[config.mk]
export PLATFORM = sky130hd
export DESIGN_NAME = rmst_seq
export DESIGN_NICKNAME = d
export VERILOG_FILES = /design/src/rtl/core/rmst_pkg.sv /design/src/rtl/core/rmst_max_unit.sv /design/src/rtl/core/rmst_seq.sv
export SDC_FILE = /design/constraint.sdc
export NUM_CORES = 1
export LEC_CHECK = 0
export BUFFER_PORTS_ARGS = -buffer_cell sky130_fd_sc_hd__buf_4
export CAP_MARGIN = 20
export CORE_ASPECT_RATIO = 1.4
export CORE_UTILIZATION = 35
export DETAILED_ROUTE_END_ITERATION = 7
export SLEW_MARGIN = 40
export SYNTH_ARGS = -nofsm -noshare
export SYNTH_HDL_FRONTEND = slang
export SYNTH_SLANG_ARGS = --single-unit
export TNS_END_PERCENT = 50
[constraint.sdc]
create_clock -name clk -period 4.16 [get_ports clk]
set_input_delay 0.416 -clock clk [delete_from_list [all_inputs] [get_ports clk]]
set_output_delay 0.416 -clock clk [all_outputs]
set_load 0.02 [all_outputs]
[src/rtl/core/rmst_pkg.sv]
// Package for the range-max segment tree core: sizes, sequencer states and
// the structs passed between the sequencer, node RAM and top level.
// No dependencies.
package rmst_pkg;

  localparam int LEAVES     = 1024;
  localparam int NODE_COUNT = 2 * LEAVES;
  localparam int NODE_W     = $clog2(NODE_COUNT);
  localparam int PTR_W      = NODE_W + 1;
  localparam int IDX_W      = 10;
  localparam int VAL_W      = 31;

  localparam logic KIND_UPDATE = 1'b0;
  localparam logic KIND_QUERY  = 1'b1;

  typedef enum logic [2:0] {
    ST_CLEAR,
    ST_IDLE,
    ST_UPD_LEAF,
    ST_UPD_UP,
    ST_Q_LO,
    ST_Q_LO_DATA,
    ST_Q_HI_DATA,
    ST_Q_DONE
  } state_t;

  typedef struct packed {
    logic             kind;
    logic [IDX_W-1:0] index_low;
    logic [IDX_W-1:0] index_high;
    logic [VAL_W-1:0] new_value;
  } cmd_t;

  typedef struct packed {
    logic              wr_en;
    logic [NODE_W-1:0] wr_addr;
    logic [VAL_W-1:0]  wr_data;
    logic              rd_en;
    logic [NODE_W-1:0] rd_addr;
  } ram_req_t;

  typedef struct packed {
    logic             valid;
    logic [VAL_W-1:0] data;
  } res_t;

endpackage

[src/rtl/core/rmst_max_unit.sv]
// Shared compare-and-select unit: larger of two node values.
// Depends on rmst_pkg.
module rmst_max_unit (
  input  logic [rmst_pkg::VAL_W-1:0] a,
  input  logic [rmst_pkg::VAL_W-1:0] b,
  output logic [rmst_pkg::VAL_W-1:0] y
);
  import rmst_pkg::*;

  assign y = (a > b) ? a : b;

endmodule

[src/rtl/core/rmst_seq.sv]
// Sequencer of the segment tree: clearing sweep, leaf raise with ancestor
// walk, and range-max walk, all via the node RAM; the walks share one max unit.
// Depends on rmst_pkg and rmst_max_unit.
module rmst_seq (
  input  logic                       clk,
  input  logic                       rst,
  input  rmst_pkg::cmd_t             cmd,
  input  logic                       cmd_valid,
  output logic                       cmd_ready,
  output rmst_pkg::ram_req_t         ram,
  input  logic [rmst_pkg::VAL_W-1:0] rd_data,
  output rmst_pkg::res_t             res,
  input  logic                       res_ready
);
  import rmst_pkg::*;

  state_t            state, state_next;
  logic [NODE_W-1:0] k, k_next;
  logic [NODE_W-1:0] clr_cnt, clr_cnt_next;
  logic [PTR_W-1:0]  lo, lo_next;
  logic [PTR_W-1:0]  hi, hi_next;
  logic [VAL_W-1:0]  acc, acc_next;
  logic [VAL_W-1:0]  max_y;
  logic [PTR_W-1:0]  lo_adv;
  logic [IDX_W-1:0]  hi_sat;
  logic              q_empty;
  logic [NODE_W-1:0] parent;

  rmst_max_unit u_max (
    .a(acc),
    .b(rd_data),
    .y(max_y)
  );

  assign lo_adv  = (state == ST_Q_LO_DATA) ? lo + PTR_W'(1) : lo;
  assign hi_sat  = (cmd.index_high >= LEAVES) ? IDX_W'(LEAVES - 1) : cmd.index_high;
  assign q_empty = (cmd.index_low >= LEAVES) || (cmd.index_low > hi_sat);
  assign parent  = k >> 1;

  always_ff @(posedge clk) begin
    if (rst) begin
      state   <= ST_CLEAR;
      clr_cnt <= '0;
    end else begin
      state   <= state_next;
      clr_cnt <= clr_cnt_next;
    end
  end

  always_ff @(posedge clk) begin
    k   <= k_next;
    lo  <= lo_next;
    hi  <= hi_next;
    acc <= acc_next;
  end

  always_comb begin
    state_next   = state;
    clr_cnt_next = clr_cnt;
    k_next       = k;
    lo_next      = lo;
    hi_next      = hi;
    acc_next     = acc;
    ram          = '0;
    cmd_ready    = 1'b0;
    res          = '0;
    case (state)
      ST_CLEAR: begin
        ram.wr_en    = 1'b1;
        ram.wr_addr  = clr_cnt;
        ram.wr_data  = '0;
        clr_cnt_next = clr_cnt + NODE_W'(1);
        if (clr_cnt == NODE_W'(NODE_COUNT - 1)) begin
          state_next = ST_IDLE;
        end
      end
      ST_IDLE: begin
        cmd_ready = 1'b1;
        if (cmd_valid) begin
          if (cmd.kind == KIND_UPDATE) begin
            acc_next = cmd.new_value;
            k_next   = NODE_W'(LEAVES) + NODE_W'(cmd.index_low);
            // drop updates aimed past the last leaf
            if (cmd.index_low < LEAVES) begin
              ram.rd_en   = 1'b1;
              ram.rd_addr = NODE_W'(LEAVES) + NODE_W'(cmd.index_low);
              state_next  = ST_UPD_LEAF;
            end
          end else begin
            acc_next = '0;
            lo_next  = PTR_W'(LEAVES) + PTR_W'(cmd.index_low);
            hi_next  = PTR_W'(LEAVES) + PTR_W'(hi_sat);
            state_next = q_empty ? ST_Q_DONE : ST_Q_LO;
          end
        end
      end
      ST_UPD_LEAF: begin
        ram.wr_en   = 1'b1;
        ram.wr_addr = k;
        ram.wr_data = max_y;
        acc_next    = max_y;
        ram.rd_en   = 1'b1;
        ram.rd_addr = k ^ NODE_W'(1);
        state_next  = ST_UPD_UP;
      end
      ST_UPD_UP: begin
        // read data: sibling of k; write parent, fetch its sibling unless root
        ram.wr_en   = 1'b1;
        ram.wr_addr = parent;
        ram.wr_data = max_y;
        acc_next    = max_y;
        k_next      = parent;
        if (parent == NODE_W'(1)) begin
          state_next = ST_IDLE;
        end else begin
          ram.rd_en   = 1'b1;
          ram.rd_addr = parent ^ NODE_W'(1);
        end
      end
      ST_Q_LO: begin
        if (lo > hi) begin
          state_next = ST_Q_DONE;
        end else if (lo[0]) begin
          ram.rd_en   = 1'b1;
          ram.rd_addr = lo[NODE_W-1:0];
          state_next  = ST_Q_LO_DATA;
        end else if (!hi[0]) begin
          ram.rd_en   = 1'b1;
          ram.rd_addr = hi[NODE_W-1:0];
          state_next  = ST_Q_HI_DATA;
        end else begin
          lo_next    = lo_adv >> 1;
          hi_next    = hi >> 1;
          state_next = ST_Q_LO;
        end
      end
      ST_Q_LO_DATA: begin
        acc_next = max_y;
        if (!hi[0]) begin
          ram.rd_en   = 1'b1;
          ram.rd_addr = hi[NODE_W-1:0];
          lo_next     = lo_adv;
          state_next  = ST_Q_HI_DATA;
        end else begin
          lo_next    = lo_adv >> 1;
          hi_next    = hi >> 1;
          state_next = ST_Q_LO;
        end
      end
      ST_Q_HI_DATA: begin
        acc_next   = max_y;
        lo_next    = lo >> 1;
        hi_next    = (hi - PTR_W'(1)) >> 1;
        state_next = ST_Q_LO;
      end
      ST_Q_DONE: begin
        // hold the result until the output register can take it
        res.valid = 1'b1;
        res.data  = acc;
        if (res_ready) begin
          state_next = ST_IDLE;
        end
      end
      default: begin
        state_next = ST_IDLE;
      end
    endcase
  end

`ifndef NO_ASSERTIONS
  a_no_root_zero_write: assert property (@(posedge clk) disable iff (rst)
    (ram.wr_en && state != ST_CLEAR) |-> (ram.wr_addr != '0))
    else $error("node 0 written outside the clearing sweep");

  a_walk_below_root: assert property (@(posedge clk) disable iff (rst)
    (state == ST_UPD_UP) |-> (k >= NODE_W'(2)))
    else $error("ancestor walk continued past the root");

  a_res_hold: assert property (@(posedge clk) disable iff (rst)
    (res.valid && !res_ready) |=> (res.valid && $stable(res.data)))
    else $error("query result dropped or changed while stalled");

  a_no_accept_busy: assert property (@(posedge clk) disable iff (rst)
    cmd_ready |-> (state == ST_IDLE && !ram.wr_en))
    else $error("command taken while the tree walk is busy");
`endif

endmodule

== Word level (Yosys, flattened, before mapping) ==
Cells that the tools add are included.
Word-level totals
  register bits: 80
  output and inout bits: 88
Operators by class
  add/sub/neg operators: 6
  $lt $le $gt $ge: 3
  equality and inequality tests: 18
  mux-type cells: 41
  bitwise operators: 2
  reduce and logical (&&, ||, !) cells: 11
Operator list (count)
  12-bit 2-to-1 mux: 18
  43-bit one-hot mux with 3 select lines: 1
  12-bit one-hot mux with 4 select lines: 2
  31-bit 2-to-1 mux: 3
  31-bit one-hot mux with 2 select lines: 1
  12-bit one-hot mux with 5 select lines: 1
  32-bit 2-to-1 mux: 1
  31-bit greater-than comparator: 1
  11-bit by 10-bit adder with 12-bit output, first input constant: 2
  3-bit one-hot mux with 8 select lines: 1
  11-bit 2-to-1 mux: 2
  11-bit one-hot mux with 2 select lines: 1
  2-bit != test, second input constant: 9
  3-bit 2-to-1 mux: 5
  12-bit by 1-bit adder with 12-bit output, second input constant: 1
  3-bit equality test, second input constant: 4
  12-bit greater-than comparator: 1
  12-bit by 1-bit subtractor with 12-bit output, second input constant: 1
  11-bit by 1-bit adder with 11-bit output, second input constant: 1
  11-bit by 10-bit adder with 11-bit output, first input constant: 1
  11-bit equality test, second input constant: 1
  10-bit by 1-bit equality test with 1-bit output, second input constant: 1
  10-bit greater-than comparator: 1
  2-bit 2-to-1 mux: 4
  other kinds (13): 17

== Depth between registers and ports, before layout ==
Gate-level depths: netlist (run 1).
  depth in word-level cells: 6
  depth in mapped cells: 11

== Cells and area by module ==
Synthesis (run 1) repeated with hierarchy kept, for this count alone.
Second synthesis, totals
  cell total of the unflattened synthesis: 908
  area total of the unflattened synthesis: 7578.5 um^2
Modules (own cells, without submodules)
  rmst_seq: times used 1, cells an instance 762, area each 6298.5 um^2, sequential area each 2232.1 um^2
  rmst_max_unit: times used 1, cells an instance 146, area each 1280.0 um^2, sequential area each 0.0 um^2

== Worst setup path before layout (run 1) ==
No wires, ideal clock.
  path type: reg-to-reg
  start point: register state[2]
  end point: register acc[0] (enable)
  library setup time: 429 ps
  data arrival time: 2932 ps
  setup slack: 798 ps
  stages on the path, launching flop included: 7
  path buffers: 2
  clock period less this slack: 3362 ps
  cells stage by stage: dfxtp_1 > inv_1 > buf_1 > ha_1 > clkbuf_1 > o21ai_0 > a21oi_1
Between the ends
  cells in the longest elaborated chain, start to end: 4
  elaborated cells on any way between the ends: 9
  classes of those cells: 6 x eq/ne; 3 x reduce/logical
Ends and longest elaborated chain
  from (decl): line rmst_seq.sv:17  | state_t state, state_next;
  from (signal assigned): line rmst_seq.sv:45  | state <= state_next;
  3-bit equality test or 3-bit by 2-bit equality test with 1-bit output (tied branches): line rmst_seq.sv:67  | case (state)
  4-bit OR reduction (no line)
  2-bit nonzero test (no line)
  2-bit AND reduction (no line) (*)
  to (signal assigned): line rmst_seq.sv:54  | acc <= acc_next;
  to (decl): line rmst_seq.sv:22  | logic [VAL_W-1:0] acc, acc_next;
Every way passes the cells marked *; elsewhere a longest branch is shown, timed or not.
A chain may end at the register's enable or synchronous reset.

==> summary.txt, run 1 <==
top cells by count, synth: 85 x nor2_1, 72 x a21oi_1, 65 x edfxtp_1, 65 x inv_1, 61 x ha_1
postcts setup bufs: 0
count leader, synth: nor2_1
pre-CTS setup slack: 0.8179 ns
Pwr Total: 1976 uW
initial drt markers: 502
area leader, netlist: edfxtp_1
GR Util All Layers: 0.2382
Filler Cell Count: 2104
largest net degree at the start of global routing: 55
asr flop ratio synth: 0
global placer's final weighted congestion: 0.9231
DR pass1 iterations: 8
critical path's top delay family: compound AO/OA/AOI/OAI gates
max_cap viols: 0
fmax: 269.9 MHz
vias in the first global route: 7215
Critical Path, Cell by Cell: ha_1 > and3_1 > and3b_1 > a221oi_1 > a21oi_4 > o22ai_1 > a221o_1 > buf_4
Syn Inst Count: 875
Die H: 173.9 um
CP max stage delay: 0.61 ns
cell area after layout: 9251 um2
ANT nets after route: 0
Final #Nets: 1178
share of cells above drive strength 1: 0.2377
die width: 124.8 um
WP data arrival: 3.29 ns
worst skew pair latency: 0.36 ns
failing checks: DRC
Slew Limit Fails: 0
Initial Utilization: 0.3580
CP endpoint kind: output port
Hold-fix buffers, CTS: 0
Avg Cell Area, Syn: 8.442 um2
hold path start: rst
htree depth: 3
clock buffer depth: 2
yosys synthesis warning count: 0
Root Buffer: clkbuf_16
sequential fraction of the synthesis area: 0.3022
port bufs: 174
fin crit period: 3.705 ns
flop2flop setup slack: 0.97 ns
Core Util, Final: 0.4483
period utilization: 0.8907
GRT overflow: 0
post-synth top area share: 0.2642
hold worst-path end: clr_cnt[0]
type of origin of the critical path: flip-flop
number of remaining DRC errors: 16
PwrDens: 213.6 nW/um2
Area growth, synth to finish: 25.24%
initial antenna violation count: 1
post-synthesis cell area: 7387 um2
Cell variety after synth: 62
peak supply drop: 0.1988 mV
WP buf/inv: 1
core region area: 20630 um2
Sink Count: 79
setup ws final: 0.4549 ns
cell row count: 62
crit path max fanout: 9
post-CTS resize count: 0
Hold Path Cell Cnt: 2
Slew headroom: 0.5132
Via density: 5.796
endpoints failing setup: 0
clock transition at the registers of the reported paths: 0.07 ns
Pleak: 0.003927 uW
worst r2r path cells: 8
Worst R2R Start: lo[10]
Setup CP Type: reg -> out
skew final: 0.01515 ns
Post-synth EDFFs: 65
first-pass GRT wire length: 40.47 mm
slowest CP cell: o22ai_1
Num CTS Buffers: 9
Wirelength per Cell: 20.10 um
DPL Wire Length: 19.41 mm
RSZ-0062 raised after global routing: false
CTS tree: yes
Hold Vio Cnt, Final: 0
Crit path required time: 3.74 ns
FF-to-FF End: lo[6]
placed cell areas: 8966 um2
Worst Tran Pin Value: 0.7302 ns
status: complete, but fails checks
I/O pins: 175
Mapped Nets: 1023
FF+latch count, synth: 79
HP Class: in -> reg
prevailing post-synth register cell: edfxtp_1
Vias: 7489
Area contributors post-synth: edfxtp_1 26%, ha_1 10%, a221o_1 6.6%
final WL: 25.97 mm
die area: 21700 um2
Setup TNS: 0 ns
-- routing by layer --
layer  vias up  track usage  part of all wire
li1       3627            -                 -
met1      3504       0.2873              0.40
met2       292       0.4073              0.49
met3        66      0.03293             0.056
met4         0       0.1327             0.049
met5         -            0                 0
-- stage by stage --
step	cells	hold WS (ns)
finish	1292	0.3527
global route	1292	0.3539
CTS	1291	0.3481
detailed placement	1275	0.5162
global placement	1275	0.5143
floorplan	875	0.4653
-- logic make-up (layout without fill, tap and decap cells) --
family | count (synthesis) | after routing | synth area share
adders and majority gates | 61 | 61 | 0.1033
other | 0 | 1 | 0
xor gates and xnor gates | 19 | 19 | 0.02253
DFF | 79 | 79 | 0.3022
buffers and inverters | 128 | 288 | 0.07486
muxes | 23 | 23 | 0.03286
and+or+nand+nor | 285 | 285 | 0.1902
AOI/OAI and AO/OA | 280 | 280 | 0.2741
-- flip-flops by register name, indices dropped and copies added (netlist names) --
signal   cells
lo          12
clr_cnt     11
hi          11
acc         31
k           11
state        3
-- cells in the final DEF (no fill, tap or decap), types with 10 or more instances in the layout --
cell type / n
a21o_1: 15
edfxtp_1: 65
mux2_2: 10
mux2i_1: 13
a32o_1: 31
and2_1: 35
dfxtp_1: 14
xor2_1: 10
a21oi_1: 71
a221o_1: 49
nand4_1: 13
nor3_1: 10
nand3_1: 50
o21ai_1: 39
nand2_1: 50
ha_1: 61
o21ai_0: 20
nor2_1: 82
buf_4: 204
inv_1: 65
-- worst max-delay path by stage --
stage / from / endpoint / slack (ns) / cells after the start
finish: lo[10] / ram[8] / 0.45 / 8
floorplan: state[2] / acc[0] / 0.80 / 6
detailed placement: rd_data[10] / ram[36] / 0.82 / 10
CTS: lo[10] / ram[8] / 0.47 / 8
global route: lo[10] / ram[8] / 0.28 / 8
global placement: rd_data[10] / ram[36] / 0.53 / 10
-- cell type report --
class                           instances  area (um2)  share of cell area
Clock inverter                          7       55.05            0.005951
Inverter                               68       255.2             0.02759
Multi-Input combinational cell        668        4629              0.5004
Timing Repair Buffer                  204        1531              0.1655
Clock buffer                            9       225.2             0.02434
Antenna cell                            1       2.502           0.0002705
Sequential cell                        79        2232              0.2413
Tap cell                              256       320.3             0.03462
-- report_power, final --
group | internal [uW] | switching [uW]
clock network | 412 | 376
logic | 147 | 172
registers | 862 | 8.29
Note: power is estimated with default switching activity, not from simulation.
==> run 2, diff against run 1 <==
--- a/config.mk
+++ b/config.mk
@@ -9,6 +9,7 @@
 export CAP_MARGIN = 20
 export CORE_ASPECT_RATIO = 1.4
 export CORE_UTILIZATION = 35
+export CTS_BUF_LIST = sky130_fd_sc_hd__clkbuf_8
 export DETAILED_ROUTE_END_ITERATION = 7
 export SLEW_MARGIN = 40
 export SYNTH_ARGS = -nofsm -noshare
==> run 2 against run 1 <==
  * Power is 11% lower
  * First-iteration DRC count is 8.4% lower
  * Design area is 1.1% lower
  * Highest routed layer unchanged
  * Critical path depth stayed put
  * Cell count stayed put
  * Non-clock buffer count stayed put
  * Clock power is 27% lower
  * Clock skew hardly changed
  * Setup slack worse by 0.028 ns
  * The run still ends with DRC left
  * Worst hold slack worse by 0.050 ns
  * Die area stayed put
  * Sequential share of layout area is 0.27 points higher
==> summary.txt, run 2 (synthesis results as in run 1) <==
clock transition at the registers of the reported paths: 0.10 ns
core region area: 20630 um2
CP endpoint kind: output port
placed cell areas: 8966 um2
share of cells above drive strength 1: 0.2377
Crit path required time: 3.74 ns
RSZ-0062 raised after global routing: false
port bufs: 174
Via density: 5.824
initial drt markers: 460
final WL: 26.03 mm
fmax: 267.8 MHz
Final Instance Count excl. Fillers: 1292
setup ws final: 0.4265 ns
Setup CP Type: reg -> out
GRT overflow: 0
postcts setup bufs: 0
Initial Utilization: 0.3580
worst skew pair latency: 0.40 ns
WP data arrival: 3.32 ns
die area: 21700 um2
Worst R2R Start: acc[10]
DPL Wire Length: 19.41 mm
first-pass GRT wire length: 40.50 mm
initial antenna violation count: 1
Placed Cells: 1275
status: complete, but fails checks
top flop regs: acc (31), lo (12)
flop2flop setup slack: 0.97 ns
Vias: 7525
pre-CTS setup slack: 0.8179 ns
GR Util All Layers: 0.2384
Slew headroom: 0.5023
max_cap viols: 0
post-CTS resize count: 0
cell row count: 62
period utilization: 0.8975
Root Buffer: clkbuf_8
type of origin of the critical path: flip-flop
Hold-fix buffers, CTS: 0
Final #Nets: 1178
Largest register FFs: 31
DR pass1 iterations: 7
htree depth: 3
Num CTS Buffers: 9
PwrDens: 192.5 nW/um2
clock buffer depth: 2
Setup TNS: 0 ns
Critical Path Start: lo[10]
CTS tree: yes
vias in the first global route: 7204
Area growth, synth to finish: 23.87%
number of remaining DRC errors: 16
cell area after layout: 9150 um2
Slew Limit Fails: 0
skew final: 0.01547 ns
Wirelength per Cell: 20.15 um
largest net degree at the start of global routing: 55
Reg with most FFs: acc
crit path max fanout: 9
endpoints failing setup: 0
ANT nets after route: 0
I/O pins: 175
global placer's final weighted congestion: 0.9231
HP Class: in -> reg
WHS: 0.3031 ns
fin crit period: 3.734 ns
Die H: 173.9 um
failing checks: DRC
most frequent cells in the layout: 204 x buf_4, 82 x nor2_1, 71 x a21oi_1
most common cell after layout, fill and taps aside: buf_4
die width: 124.8 um
Worst Tran Pin Value: 0.7465 ns
peak supply drop: 0.1277 mV
Pleak: 0.003881 uW
Hold Vio Cnt, Final: 0
Sink Count: 79
hold path start: rst
==> run 2: worst max-delay path: stages (launching register included) <==
cell	delay, ns
edfxtp_1	0.55
ha_1	0.37
and3_1	0.16
and3b_1	0.19
a221oi_1	0.43
a21oi_4	0.18
o22ai_1	0.60
a221o_1	0.28
buf_4	0.15
==> run 2: area by class of cell <==
type,count,area (um2)
Sequential cell,79,2232
Fill cell,2112,11480
Timing Repair Buffer,204,1531
Clock inverter,7,55.05
Antenna cell,1,2.502
Clock buffer,9,123.9
Multi-Input combinational cell,668,4629
Tap cell,256,320.3
Inverter,68,255.2
==> run 2: per-layer routing <==
| layer | GRT usage | wire length [um] |
|---|---|---|
| met1 | 0.2863 | 10330 |
| met2 | 0.4078 | 12830 |
| met3 | 0.03263 | 1606 |
| met4 | 0.1363 | 1270 |
| met5 | 0 | 0 |
==> run 2: worst paths after layout <==
kind | cells after the start | to
max | 8 | ram[7]
min | 2 | state[1]
max reg2reg | 8 | acc[16]
min reg2reg | 2 | clr_cnt[7]
==> run 2: report_power, final <==
group,internal (uW),switching [uW],leakage [uW],total [uW]
combinational,147,172,0.00309,319
sequential,861,8.28,0.000699,869
clock,223,350,0.0000883,574
==> run 2: metrics by stage <==
step | total power, uW | util
after floorplan | 1063 | -
after global placement | 1200 | 0.4343
after detailed placement | 1204 | 0.4345
after CTS | 1775 | 0.4432
after global routing | 1838 | 0.4434
final | 1762 | 0.4434
==> run 3, diff against run 2 <==
--- a/config.mk
+++ b/config.mk
@@ -8,9 +8,12 @@
 export BUFFER_PORTS_ARGS = -buffer_cell sky130_fd_sc_hd__buf_4
 export CAP_MARGIN = 20
 export CORE_ASPECT_RATIO = 1.4
-export CORE_UTILIZATION = 35
+export CORE_UTILIZATION = 57
 export CTS_BUF_LIST = sky130_fd_sc_hd__clkbuf_8
+export CTS_CLUSTER_SIZE = 25
 export DETAILED_ROUTE_END_ITERATION = 7
+export GPL_ROUTABILITY_DRIVEN = 1
+export PLACE_DENSITY = 0.84
 export SLEW_MARGIN = 40
 export SYNTH_ARGS = -nofsm -noshare
 export SYNTH_HDL_FRONTEND = slang
==> run 3 against run 2 <==
  * The run still ends with DRC left
  * Clock skew fell by 0.0046 ns
  * Global-route usage grew 11 points
  * Non-clock buffer count decreased by 8
  * Setup slack got worse by 0.0086 ns
  * Clock power is 16% higher
  * Sequential power barely moved
  * Power up 5.4%
  * Via count increased by 3.8%
  * Wire length decreased by 8.7%
  * Maximum frequency decreased by 0.23%
  * Sequential cell count unchanged
  * Sequential share of layout area rose by 0.38 points
==> summary.txt, run 3 (synthesis results as in run 1) <==
grt peak-use layer: met2
ANT nets after route: 0
status: complete, but fails checks
vias in the first global route: 7166
area occupied by multi-input gates: 4627 um2
fin crit period: 3.742 ns
clock buffer depth: 2
Initial Utilization: 0.5913
top flop regs: acc (31), lo (12)
I/O pins: 175
Pwr Total: 1858 uW
first-pass GRT wire length: 37.03 mm
PwrDens: 206.2 nW/um2
skew final: 0.01086 ns
CTS tree: yes
Die H: 136.7 um
fmax: 267.2 MHz
Via density: 6.636
routing usage on met3: 0.05260
worst skew pair latency: 0.37 ns
number of remaining DRC errors: 3
die width: 98.22 um
most frequent cells in the layout: 195 x buf_4, 83 x nor2_1, 71 x a21oi_1
share of cells above drive strength 1: 0.2308
initial antenna violation count: 0
HP Class: in -> reg
Hold Vio Cnt, Final: 0
DPL Wire Length: 17.51 mm
die area: 13430 um2
period utilization: 0.8996
post-CTS resize count: 0
postcts setup bufs: 0
CP endpoint kind: output port
FF/Latch Area: 2232 um2
Largest register FFs: 31
Wirelength per Cell: 20.19 um
hold worst-path end: clr_cnt[7]
htree depth: 3
core region area: 12490 um2
Root Buffer: clkbuf_8
Crit path required time: 3.74 ns
Slew Limit Fails: 0
Worst R2R Start: acc[8]
peak supply drop: 0.1393 mV
final WL: 23.76 mm
most common cell after layout, fill and taps aside: buf_4
initial drt markers: 507
Area growth, synth to finish: 21.95%
largest net degree at the start of global routing: 63
met2 GRT Util: 0.6228
failing checks: DRC
cell row count: 48
Slew headroom: 0.4718
Reg with most FFs: acc
Sink Count: 79
Hold-fix buffers, CTS: 0
Final #Nets: 1170
crit path max fanout: 9
antenna cells: 0
global placer's final weighted congestion: 0.9509
Setup CP Type: reg -> out
FF-to-FF End: acc[6]
Hold Path Cell Cnt: 2
Worst Tran Pin Value: 0.7894 ns
port bufs: 174
DR pass1 iterations: 8
met1 usage: 0.4113
Vias: 7810
Num CTS Buffers: 9
GRT overflow: 0
hold path start: rst
Filler Cell Count: 1006
WHS: 0.3187 ns
max_cap viols: 0
flop2flop setup slack: 0.82 ns
WP data arrival: 3.33 ns
Pleak: 0.003872 uW
RSZ-0062 raised after global routing: false
clock transition at the registers of the reported paths: 0.09 ns
type of origin of the critical path: flip-flop
worst r2r path cells: 9
GR Util All Layers: 0.3531
Setup TNS: 0 ns
endpoints failing setup: 0
-- run 3: cell types whose count changed in the layout (fill, tap and decap cells not counted), sizes merged --
cell	before	now
buf	204	196
bufinv	0	2
clkbuf	9	10
clkinv	3	2
diode	1	0
inv	71	69
-- run 3: how the worst max path moves through the flow --
stage                           start      end  cells past startpoint
after floorplan              state[2]   acc[0]                      6
after global placement    rd_data[10]  ram[37]                     10
after detailed placement  rd_data[10]   acc[8]                     10
after CTS                       hi[9]   ram[9]                      9
after global routing            hi[9]   ram[9]                      9
final                           hi[9]   ram[8]                      9
-- run 3: cell type report --
| class | count | area share |
|---|---|---|
| Clock buffer | 10 | 0.01528 |
| Sequential cell | 79 | 0.2478 |
| Clock inverter | 6 | 0.009444 |
| Tap cell | 150 | 0.02083 |
| Timing Repair Buffer | 196 | 0.1647 |
| Multi-Input combinational cell | 668 | 0.5136 |
| Inverter | 68 | 0.02833 |
-- run 3: layer usage --
layer	vias up	part of all wire
met5	-	0
met4	0	0.050
met3	79	0.094
met2	488	0.50
met1	3643	0.35
li1	3600	-
-- run 3: critical path, cell delays in order (launching register included) --
cell and delay [ns]:
edfxtp_1 0.48, inv_1 0.10, ha_1 0.30, a21o_1 0.16, a211o_1 0.29, a221oi_1 0.38, a21oi_4 0.20, o22ai_1 0.60
a221o_1 0.29, buf_4 0.15
-- run 3: metrics by stage --
step,instances,instance area (um2),worst slack [ns],utilization
6_report,1177,9009,0.4179,0.7212
5_1_grt,1177,9009,0.2503,0.7212
4_1_cts,1177,9009,0.4771,0.7212
3_5_place_dp,1161,8786,0.7581,0.7033
3_3_place_gp,1161,8782,0.6516,0.7030
2_1_floorplan,875,7387,0.7982,-
-- run 3: power by group --
group	total (uW)	leakage, uW	internal [uW]	switching (uW)
logic	321	0.00306	148	173
registers	870	0.000699	861	8.69
clock network	667	0.000114	353	314
total	1860	0.00387	1360	496
